**src/hw/rtl/scfr_pkg.sv**
```systemverilog
// Shared types and constants of the serial command framer.
package scfr_pkg;
    localparam int PAYLOAD_WORDS = 12;
    localparam int WIDX_W = 4;
    localparam int BIDX_W = 6;
    localparam logic [7:0] LEN_DATA = 8'(2 * PAYLOAD_WORDS);

    typedef enum logic [2:0] {
        CMD_TICK = 3'd0, CMD_LOAD = 3'd1, CMD_START = 3'd2, CMD_SHUT = 3'd3,
        CMD_SIM = 3'd4, CMD_THR = 3'd5, CMD_DATA = 3'd6, CMD_REPLY = 3'd7
    } t_cmd;

    // Pending reply codes double as frame codes.
    localparam logic [2:0] PR_IDLE = 3'd0;
    localparam logic [2:0] PR_START = 3'd1;
    localparam logic [2:0] PR_SHUT = 3'd2;
    localparam logic [2:0] PR_SIM = 3'd3;
    localparam logic [2:0] PR_DATA = 3'd4;
    localparam logic [2:0] PR_THR = 3'd5;

    localparam logic [3:0] EV_STARTED = 4'd6;
    localparam logic [3:0] EV_SHUTDOWN = 4'd7;
    localparam logic [3:0] EV_ERROR = 4'd8;

    localparam logic [1:0] CFG_LIMIT = 2'd0;
    localparam logic [1:0] CFG_RTO = 2'd1;
    localparam logic [1:0] CFG_FTO = 2'd2;
    localparam logic [1:0] CFG_ADDR = 2'd3;

    typedef struct packed {
        logic [2:0]  cmd;
        logic [3:0]  word_index;
        logic [15:0] word_value;
        logic [7:0]  percent;
        logic        got_ok;
        logic        got_error_reply;
        logic        got_end;
    } t_in;

    typedef struct packed {
        logic       kind;
        logic [7:0] tx_byte;
        logic [3:0] event_res;
        logic       last;
    } t_out;

    // One job for the back end: up to three steps in order; the frame may go out twice.
    typedef struct packed {
        logic       ev1_on;
        logic [3:0] ev1;
        logic       fr_on;
        logic [2:0] fr;
        logic       fr_twice;
        logic [7:0] pct;
        logic       ev2_on;
        logic [3:0] ev2;
    } t_job;

    typedef enum logic [1:0] {
        BS_IDLE, BS_EV1, BS_FRAME, BS_EV2
    } t_bstate;

    function automatic logic [7:0] op_of(input logic [2:0] c);
        unique case (c)
            PR_START: op_of = 8'h04;
            PR_SHUT:  op_of = 8'h03;
            PR_SIM:   op_of = 8'h02;
            PR_DATA:  op_of = 8'h05;
            default:  op_of = 8'h06;
        endcase
    endfunction
endpackage

```
**src/hw/rtl/scfr_front.sv**
```systemverilog
// Front end: protocol state, timers, payload store and job building.
module scfr_front import scfr_pkg::*; (
    input  logic        i_clk,
    input  logic        i_rst_n,
    input  logic        i_cfg_we,
    input  logic [1:0]  i_cfg_idx,
    input  logic [15:0] i_cfg_data,
    input  logic        i_valid,
    input  t_in         i_req,
    output logic        o_stall,
    output logic        o_job_valid,
    output t_job        o_job,
    input  logic        i_q_full,
    input  logic        i_back_busy,
    input  logic [WIDX_W-1:0] i_rd_idx,
    output logic [15:0] o_rd_word,
    output logic [7:0]  o_addr
);
    logic [3:0]  r_limit;
    logic [15:0] r_rto, r_fto;
    logic [7:0]  r_addr;
    logic [2:0]  r_pr, n_pr;
    logic [1:0]  r_pf, n_pf;
    logic [4:0]  r_retry, n_retry;
    logic [15:0] r_rt, n_rt, r_ft, n_ft;
    logic        r_rt_on, n_rt_on, r_ft_on, n_ft_on;
    logic [15:0] r_store [PAYLOAD_WORDS];
    logic [PAYLOAD_WORDS-1:0] r_sv;
    logic [15:0] rt_inc, ft_inc;
    logic [15:0] rto_e, fto_e;
    logic [4:0]  retry_i;
    t_job        job;
    logic        acc;

    // Hold new requests while the back end may still read the payload store.
    assign o_stall = i_q_full || i_back_busy;
    assign acc = i_valid && !o_stall;
    assign o_addr = r_addr;
    assign o_rd_word = r_sv[i_rd_idx] ? r_store[i_rd_idx] : 16'd0;

    always_ff @(posedge i_clk) begin
        if (!i_rst_n) begin
            r_limit <= 4'd3; r_rto <= 16'd1000; r_fto <= 16'd10000; r_addr <= 8'd2;
        end else if (i_cfg_we) begin
            unique case (i_cfg_idx)
                CFG_LIMIT: r_limit <= i_cfg_data[3:0];
                CFG_RTO:   r_rto <= i_cfg_data;
                CFG_FTO:   r_fto <= i_cfg_data;
                default:   r_addr <= i_cfg_data[7:0];
            endcase
        end
    end

    always_comb begin
        n_pr = r_pr; n_pf = r_pf; n_retry = r_retry;
        n_rt = r_rt; n_rt_on = r_rt_on; n_ft = r_ft; n_ft_on = r_ft_on;
        job = '0;
        rto_e = (r_rto == 16'd0) ? 16'd1 : r_rto;
        fto_e = (r_fto == 16'd0) ? 16'd1 : r_fto;
        rt_inc = (r_rt == 16'hFFFF) ? r_rt : r_rt + 16'd1;
        ft_inc = (r_ft == 16'hFFFF) ? r_ft : r_ft + 16'd1;
        retry_i = r_retry;
        unique case (t_cmd'(i_req.cmd))
            CMD_TICK: begin
                if (r_rt_on) begin
                    n_rt = rt_inc;
                    if (rt_inc >= rto_e) begin
                        n_rt_on = 1'b0; n_rt = '0;
                        job.ev1_on = 1'b1; job.ev1 = EV_ERROR;
                    end
                end
                if (r_ft_on) begin
                    n_ft = ft_inc;
                    if (ft_inc >= fto_e) begin
                        n_ft_on = 1'b0; n_ft = '0;
                        job.ev2_on = 1'b1; job.ev2 = EV_ERROR;
                    end
                end
            end
            CMD_LOAD: ;
            CMD_REPLY: begin
                if (i_req.got_ok) begin
                    retry_i = '0; n_rt_on = 1'b0; n_rt = '0; n_pr = PR_IDLE;
                    if (r_pr != PR_IDLE) begin
                        job.ev1_on = 1'b1; job.ev1 = {1'b0, r_pr};
                    end
                    if (r_pr == PR_START || r_pr == PR_SHUT) begin
                        n_ft = '0; n_ft_on = 1'b1;
                    end
                    if (r_pr == PR_THR) begin
                        job.fr_on = 1'b1; job.fr = PR_DATA;
                        n_pr = PR_DATA; n_rt = '0; n_rt_on = 1'b1;
                    end
                end
                if (i_req.got_error_reply) begin
                    n_rt_on = 1'b0; n_rt = '0;
                    if (retry_i != 5'd31) retry_i = retry_i + 5'd1;
                    if (retry_i > {1'b0, r_limit}) begin
                        job.ev2_on = 1'b1; job.ev2 = EV_ERROR;
                    end else if (n_pr != PR_IDLE) begin
                        // An OK ahead of it leaves only the data frame pending, which
                        // has just been sent and now goes out a second time.
                        if (job.fr_on) job.fr_twice = 1'b1;
                        else begin
                            job.fr_on = 1'b1; job.fr = n_pr;
                        end
                        n_rt = '0; n_rt_on = 1'b1;
                    end
                end
                if (i_req.got_end && !(i_req.got_error_reply && retry_i > {1'b0, r_limit})) begin
                    n_ft_on = 1'b0; n_ft = '0;
                    if (r_pf != 2'd0) begin
                        job.ev2_on = 1'b1;
                        job.ev2 = (r_pf == 2'd1) ? EV_STARTED : EV_SHUTDOWN;
                        n_pf = 2'd0;
                    end
                end
                n_retry = retry_i;
            end
            default: begin
                if (r_pr == PR_IDLE) begin
                    job.fr_on = 1'b1; n_rt = '0; n_rt_on = 1'b1;
                    unique case (t_cmd'(i_req.cmd))
                        CMD_START: begin job.fr = PR_START; n_pf = 2'd1; end
                        CMD_SHUT:  begin job.fr = PR_SHUT; n_pf = 2'd2; end
                        CMD_SIM:   job.fr = PR_SIM;
                        CMD_THR:   job.fr = PR_THR;
                        default:   job.fr = PR_DATA;
                    endcase
                    n_pr = job.fr;
                end
            end
        endcase
    end

    // The threshold byte rides with each job; the saved copy feeds resends.
    logic [7:0] r_pct;
    always_ff @(posedge i_clk) begin
        if (!i_rst_n) begin
            r_pr <= PR_IDLE; r_pf <= '0; r_retry <= '0;
            r_rt <= '0; r_rt_on <= 1'b0; r_ft <= '0; r_ft_on <= 1'b0;
            r_sv <= '0; r_pct <= '0;
        end else if (acc) begin
            r_pr <= n_pr; r_pf <= n_pf; r_retry <= n_retry;
            r_rt <= n_rt; r_rt_on <= n_rt_on; r_ft <= n_ft; r_ft_on <= n_ft_on;
            if (i_req.cmd == CMD_LOAD && i_req.word_index < WIDX_W'(PAYLOAD_WORDS)) begin
                r_sv[i_req.word_index] <= 1'b1;
                r_store[i_req.word_index] <= i_req.word_value;
            end
            if (i_req.cmd == CMD_THR && r_pr == PR_IDLE) r_pct <= i_req.percent;
        end
    end

    always_comb begin
        o_job = job;
        o_job.pct = (i_req.cmd == CMD_THR && r_pr == PR_IDLE) ? i_req.percent : r_pct;
    end
    assign o_job_valid = acc;
endmodule

```
**src/hw/rtl/scfr_queue.sv**
```systemverilog
// Two-entry job queue between front and back end.
module scfr_queue import scfr_pkg::*; (
    input  logic i_clk,
    input  logic i_rst_n,
    input  logic i_push,
    input  t_job i_job,
    output logic o_full,
    input  logic i_pop,
    output logic o_empty,
    output t_job o_job
);
    t_job r_mem [2];
    logic r_wp, r_rp;
    logic [1:0] r_cnt;
    assign o_full = (r_cnt == 2'd2);
    assign o_empty = (r_cnt == 2'd0);
    assign o_job = r_mem[r_rp];
    always_ff @(posedge i_clk) begin
        if (!i_rst_n) begin
            r_wp <= 1'b0; r_rp <= 1'b0; r_cnt <= '0;
        end else begin
            if (i_push) begin r_mem[r_wp] <= i_job; r_wp <= ~r_wp; end
            if (i_pop) r_rp <= ~r_rp;
            r_cnt <= r_cnt + 2'(i_push) - 2'(i_pop);
        end
    end
endmodule

```
**src/hw/rtl/scfr_back.sv**
```systemverilog
// Back end: emits events and frame bytes of one job at a time.
module scfr_back import scfr_pkg::*; (
    input  logic        i_clk,
    input  logic        i_rst_n,
    input  logic        i_empty,
    input  t_job        i_job,
    output logic        o_pop,
    output logic        o_busy,
    output logic [WIDX_W-1:0] o_rd_idx,
    input  logic [15:0] i_rd_word,
    input  logic [7:0]  i_addr,
    output logic        o_valid,
    output t_out        o_res,
    input  logic        i_stall
);
    t_bstate r_st, n_st;
    logic [BIDX_W-1:0] r_bi, n_bi;
    logic [7:0] r_chk, n_chk;
    logic r_v, n_v;
    logic r_rep, n_rep;
    t_out r_res, n_res;
    logic [7:0] op, len, bval, nbytes;
    logic is_data, go, fin, has_next_frame, has_next_ev2;

    assign o_valid = r_v;
    assign o_res = r_res;
    assign o_busy = (r_st != BS_IDLE) || !i_empty;
    assign go = !r_v || !i_stall;
    assign op = op_of(i_job.fr);
    assign is_data = (i_job.fr == PR_DATA);
    assign len = is_data ? LEN_DATA : 8'd1;
    assign nbytes = len + 8'd7;
    assign o_rd_idx = WIDX_W'((r_bi - BIDX_W'(5)) >> 1);
    assign has_next_frame = i_job.fr_on;
    assign has_next_ev2 = i_job.ev2_on;

    always_comb begin
        priority case (1'b1)
            r_bi == BIDX_W'(0): bval = 8'h2A;
            r_bi == BIDX_W'(1): bval = 8'hEB;
            r_bi == BIDX_W'(2): bval = i_addr;
            r_bi == BIDX_W'(3): bval = op;
            r_bi == BIDX_W'(4): bval = len;
            8'(r_bi) == nbytes - 8'd2: bval = r_chk;
            8'(r_bi) == nbytes - 8'd1: bval = 8'hAD;
            is_data: bval = r_bi[0] ? i_rd_word[15:8] : i_rd_word[7:0];
            i_job.fr == PR_THR: bval = i_job.pct;
            default: bval = 8'h00;
        endcase
    end

    always_comb begin
        n_st = r_st; n_bi = r_bi; n_chk = r_chk; n_res = r_res; n_rep = r_rep;
        n_v = r_v && i_stall; o_pop = 1'b0; fin = 1'b0;
        if (go) begin
            unique case (r_st)
                BS_IDLE: begin
                    if (!i_empty) begin
                        n_bi = '0; n_chk = '0; n_rep = 1'b0;
                        if (i_job.ev1_on) n_st = BS_EV1;
                        else if (i_job.fr_on) n_st = BS_FRAME;
                        else if (i_job.ev2_on) n_st = BS_EV2;
                        else o_pop = 1'b1;
                    end
                end
                BS_EV1: begin
                    n_v = 1'b1;
                    n_res = '{kind: 1'b1, tx_byte: 8'h00, event_res: i_job.ev1,
                              last: !(has_next_frame || has_next_ev2)};
                    if (has_next_frame) n_st = BS_FRAME;
                    else if (has_next_ev2) n_st = BS_EV2;
                    else fin = 1'b1;
                end
                BS_FRAME: begin
                    n_v = 1'b1;
                    n_res = '{kind: 1'b0, tx_byte: bval, event_res: 4'd0, last: 1'b0};
                    if (r_bi >= BIDX_W'(2) && 8'(r_bi) < nbytes - 8'd2)
                        n_chk = r_chk ^ bval;
                    n_bi = r_bi + BIDX_W'(1);
                    if (8'(r_bi) == nbytes - 8'd1) begin
                        // A repeated frame starts over from its first byte.
                        if (i_job.fr_twice && !r_rep) begin
                            n_bi = '0; n_chk = '0; n_rep = 1'b1;
                        end else if (has_next_ev2) n_st = BS_EV2;
                        else begin n_res.last = 1'b1; fin = 1'b1; end
                    end
                end
                default: begin
                    n_v = 1'b1;
                    n_res = '{kind: 1'b1, tx_byte: 8'h00, event_res: i_job.ev2, last: 1'b1};
                    fin = 1'b1;
                end
            endcase
            if (fin) begin n_st = BS_IDLE; o_pop = 1'b1; end
        end
    end

    always_ff @(posedge i_clk) begin
        if (!i_rst_n) begin
            r_st <= BS_IDLE; r_v <= 1'b0; r_bi <= '0; r_chk <= '0; r_rep <= 1'b0;
        end else begin
            r_st <= n_st; r_v <= n_v; r_bi <= n_bi; r_chk <= n_chk; r_rep <= n_rep;
        end
    end
    always_ff @(posedge i_clk) r_res <= n_res;
endmodule

```
**src/hw/rtl/serial_command_framer_with_retry.sv**
```systemverilog
// Top level of the serial command framer with retry.
// Accepted jobs are registered in the job queue; the back end then registers each result.
// The single byte emitter of the back end gives one result per cycle while the receiver
// does not stall; the data frame is 31 bytes long, the other frames 8.
// Requests are held off while the back end has work, so one request is in flight at a time.
// Reset is synchronous, active low, and restores register defaults and a cleared payload.
module serial_command_framer_with_retry import scfr_pkg::*; (
    input  logic        i_clk,
    input  logic        i_rst_n,
    input  logic        i_cfg_we,
    input  logic [1:0]  i_cfg_idx,
    input  logic [15:0] i_cfg_data,
    input  logic        i_valid,
    output logic        o_stall,
    input  t_in         i_req,
    output logic        o_valid,
    input  logic        i_stall,
    output t_out        o_res
);
    // The front end decides protocol state; jobs describe the results to emit.
    t_job f_job, q_job;
    logic f_v, q_full, q_empty, q_pop, b_busy;
    logic [WIDX_W-1:0] rd_idx;
    logic [15:0] rd_word;
    logic [7:0] addr;

    scfr_front u_front (
        .i_clk, .i_rst_n, .i_cfg_we, .i_cfg_idx, .i_cfg_data,
        .i_valid, .i_req, .o_stall,
        .o_job_valid(f_v), .o_job(f_job), .i_q_full(q_full), .i_back_busy(b_busy),
        .i_rd_idx(rd_idx), .o_rd_word(rd_word), .o_addr(addr)
    );

    scfr_queue u_queue (
        .i_clk, .i_rst_n, .i_push(f_v && (f_job.ev1_on || f_job.fr_on || f_job.ev2_on)),
        .i_job(f_job), .o_full(q_full), .i_pop(q_pop), .o_empty(q_empty), .o_job(q_job)
    );

    // The back end owns the output register and never drops a stalled result.
    scfr_back u_back (
        .i_clk, .i_rst_n, .i_empty(q_empty), .i_job(q_job), .o_pop(q_pop),
        .o_busy(b_busy), .o_rd_idx(rd_idx), .i_rd_word(rd_word), .i_addr(addr),
        .o_valid, .o_res, .i_stall
    );
endmodule

```
**config.mk**
```make
export PLATFORM = sky130hd
export DESIGN_NAME = serial_command_framer_with_retry
export DESIGN_NICKNAME = d
export VERILOG_FILES = /design/src/hw/rtl/scfr_pkg.sv /design/src/hw/rtl/scfr_front.sv /design/src/hw/rtl/scfr_queue.sv /design/src/hw/rtl/scfr_back.sv /design/src/hw/rtl/serial_command_framer_with_retry.sv
export SDC_FILE = /design/constraint.sdc
export NUM_CORES = 1
export LEC_CHECK = 0
export BUFFER_PORTS_ARGS = -buffer_cell sky130_fd_sc_hd__buf_2
export CORE_MARGIN = 4
export CORE_UTILIZATION = 55
export DETAILED_ROUTE_END_ITERATION = 16
export GPL_TIMING_DRIVEN = 0
export PLACE_DENSITY = 0.75
export SYNTH_ARGS = -nofsm -noshare
export SYNTH_HDL_FRONTEND = slang
export SYNTH_SLANG_ARGS = --single-unit
```
**constraint.sdc**
```tcl
create_clock -name i_clk -period 15.07 [get_ports i_clk]
set_input_delay 3.014 -clock i_clk [delete_from_list [all_inputs] [get_ports i_clk]]
set_output_delay 3.014 -clock i_clk [all_outputs]
set_load 0.01 [all_outputs]
```
==> impl_metrics.json <==
{
  "antenna_found_initial": 7,
  "setup_viol": 0,
  "finalSetupTns_ns": 0,
  "numCtsBuffers": 40,
  "whs_ns": 0.453,
  "synth_top_area_frac": 0.417,
  "drtPass1Iterations": 5,
  "cpMaxStageDelayCell": "nor3_2",
  "dpl.hpwl_um": 32600,
  "first_global_vias": 13100,
  "portBuffers": 69,
  "synth-seq-area-share": 0.562,
  "syn_nets": 1697,
  "crit_buf_inv": 5,
  "grt_max_degree": 20,
  "fill_cells": 2510,
  "muxShareOfSynthArea": 0.0824,
  "path_max_fanout": 12,
  "postRouteAntennaNets": 0,
  "coreArea_um2": 32500,
  "synthAdderAreaFrac": 0.0430,
  "synth_ff_type": "edfxtp_1",
  "worst_slew_pin_slew_ns": 1.22,
  "grtUsageTotal": 0.254,
  "initial_utilization": 0.555,
  "synth-seq-cells": 381,
  "slowest_delay_ns": 0.71,
  "synth_area_leaders": "edfxtp_1, dfxtp_1, mux4_2",
  "die_width_um": 189,
  "postCtsSetupBuffers": 0,
  "crit_chain": "buf_2, clkbuf_1, nor2b_1, ha_1, nand4b_1, inv_1, nand2_1, mux2i_1, inv_1, mux2_2, ha_1, nor2b_1, o21a_1, o21a_1, o21ai_0, o21ai_0, a211o_1, o211ai_1, o31ai_1, nor3_2, buf_8",
  "clock_skew_ns": 0.0290,
  "hold_violations": 0,
  "post-route-period-util": 0.494,
  "rsz0062_at_grt": "no",
  "min_path_type": "reg -> reg",
  "cp.arrival_ns": 7.68,
  "relSlewSlack": 0.166,
  "yosys.area.top_type": "edfxtp_1",
  "die_h_um": 189,
  "synth_most_common_cell": "edfxtp_1",
  "finalMaxSlewViolations": 0,
  "place_congestion": 0.940,
  "clockBufferDepth": 3,
  "synthesis.area_um2": 18000,
  "ioPinCount": 73,
  "num_rows": 66,
  "cp_top_family": "compound AO/OA/AOI/OAI gates",
  "h-tree-depth": 2,
  "clkLatencyLatePin_ns": 0.56,
  "hold_buffers": 0,
  "path_clk_slew_ns": 0.06,
  "ff_latch_area_um2": 10100,
  "synth_edf_count": 250,
  "drc": 0,
  "cts_sinks": 381,
  "fmax_ghz": 0.134,
  "multi_input_area_um2": 7380,
  "final_util": 0.635,
  "start_kind": "primary input",
  "cts_resized": 0,
  "ir_drop_mv": 0.0799,
  "power.density_nw_per_um2": 140,
  "synth_compound_area_frac": 0.120,
  "async_flop_share": 0,
  "syn-mean-instance-area_um2": 11.4,
  "drt_wl_total_um": 45900,
  "grt.overflow.total": 0,
  "cts_tree": "yes",
  "period_needed_ns": 7.44,
  "drt_iter0_drc": 1211,
  "root_buffer": "clkbuf_16",
  "drv_cap": 0,
  "vias": 13400,
  "p_leak_nw": 7.52,
  "synth_cell_types": 77,
  "ys_warn_count": 0,
  "wl_per_cell_um": 21.1,
  "synth_common_cells": "edfxtp_1, nand2_1, dfxtp_1",
  "crit_type": "in -> reg",
  "grt_first_pass_wirelength_um": 72200,
  "worstPathRequired_ns": 15.31,
  "yosys.area_share.simple": 0.136,
  "synthXorXnorAreaFrac": 0.0252,
  "synthCells": 1578,
  "final_layout_size_suffix_gt1_frac": 0.147,
  "end_kind": "flip-flop",
  "synth_top_family_by_area": "simple AND/OR/NAND/NOR gates",
  "dieArea_um2": 35700,
  "drt-vias-per-instance": 6.13,
  "nNetsFinal": 1822,
  "status": "finished, final reports clean",
  "syn_to_final_growth_pct": 14.3
}
==> state kept, by name, indices dropped and copies added, names as in the netlist, 3 cells and up, named ones only <==
name and cells:
u_front.r_fto 16, u_front.r_limit 4, u_front.r_sv 12, u_front.r_store 192
u_front.r_pr 3, u_queue.r_mem 44, u_front.o_addr 8, u_back.r_bi 6
u_back.r_chk 8, u_front.r_rt 16, u_front.r_rto 16, u_front.r_ft 16
u_front.r_pct 8, u_front.r_retry 5, u_back.o_res 14
==> where the power goes <==
part           internal [W]  total (W)  switching (W)
Sequential          0.00119    0.00122      0.0000351
Clock              0.000610    0.00103       0.000416
Combinational      0.000244   0.000629       0.000386
Total               0.00204    0.00288       0.000837
==> kinds of logic (layout without fill, tap and decap cells) <==
group | after synthesis | after routing
muxes | 94 | 94
adders and majority gates | 62 | 62
xor gates and xnor gates | 48 | 48
buffers and inverters | 136 | 291
other | 0 | 3
and+or+nand+nor | 521 | 521
AOI/OAI and AO/OA | 336 | 336
DFF | 381 | 381
==> through the flow <==
stage,std cells,power (W),setup slack [ns],cell area (um^2)
3_5_place_dp,2103,0.00186,7.09,19200
3_3_place_gp,2089,0.00184,5.72,18900
2_1_floorplan,1578,0.00166,7.16,18000
4_1_cts,2175,0.00289,7.64,20600
6_report,2178,0.00288,7.63,20600
5_1_grt,2178,0.00300,7.25,20600
==> metal layers <==
layer | vias to the layer above | global-route usage | share of wire
met5 | - | 0 | 0.0012
met4 | 8 | 0.0734 | 0.026
met3 | 95 | 0.0529 | 0.081
met2 | 588 | 0.418 | 0.48
met1 | 6531 | 0.346 | 0.41
li1 | 6138 | - | -
==> cell type report <==
cell class	instances	area share
well taps	442	0.0269
clock buffers	48	0.0531
inverters	62	0.0113
multi-input cells	1061	0.358
repair buffers	83	0.0282
flip-flops and latches	381	0.492
clock inverters	24	0.0142
plain buffers	74	0.0157
diodes	3	0.000364
==> placed cells by master (no fill, tap or decap), types with 6 or more instances in the layout <==
cell	netlist	layout
a211oi_1	11	11
a21o_1	25	25
a21oi_1	108	107
a22oi_1	11	11
a311oi_1	11	11
a31oi_1	10	10
and2_1	14	14
and3_1	11	11
buf_2	12	81
buf_8	0	8
clkbuf_1	51	55
clkbuf_16	0	42
dfxtp_1	131	131
edfxtp_1	250	250
ha_1	62	62
inv_1	61	61
mux2_2	15	15
mux2i_1	37	37
mux4_2	42	42
nand2_1	194	194
nand2b_1	12	12
nand3_1	36	36
nand3b_1	7	7
nand4_1	20	20
nor2_1	119	109
nor2_2	0	10
nor2b_1	15	15
nor3_1	37	33
nor3b_1	6	6
nor4_1	11	11
o211ai_1	21	21
o21a_1	17	17
o21ai_0	61	61
o22ai_1	7	7
o31ai_1	6	6
or3_1	16	16
xnor2_1	22	22
xor2_1	23	23
==> final timing paths <==
| check | from | to | slack [ns] | cells past startpoint |
|---|---|---|---|---|
| min | u_front.r_sv[2]$_SDFFE_PN0P_ | u_front.r_sv[2]$_SDFFE_PN0P_ | 0.45 | 1 |
| max reg2reg | u_front.r_rt[4]$_SDFFE_PN0P_ | u_queue.r_cnt[1]$_SDFF_PN0_ | 9.06 | 24 |
| min reg2reg | u_front.r_sv[2]$_SDFFE_PN0P_ | u_front.r_sv[2]$_SDFFE_PN0P_ | 0.45 | 1 |
| max | i_req[2] | u_queue.r_mem[0][12]$_DFFE_PP_ | 7.63 | 21 |
(Power assumes the default switching activity.)
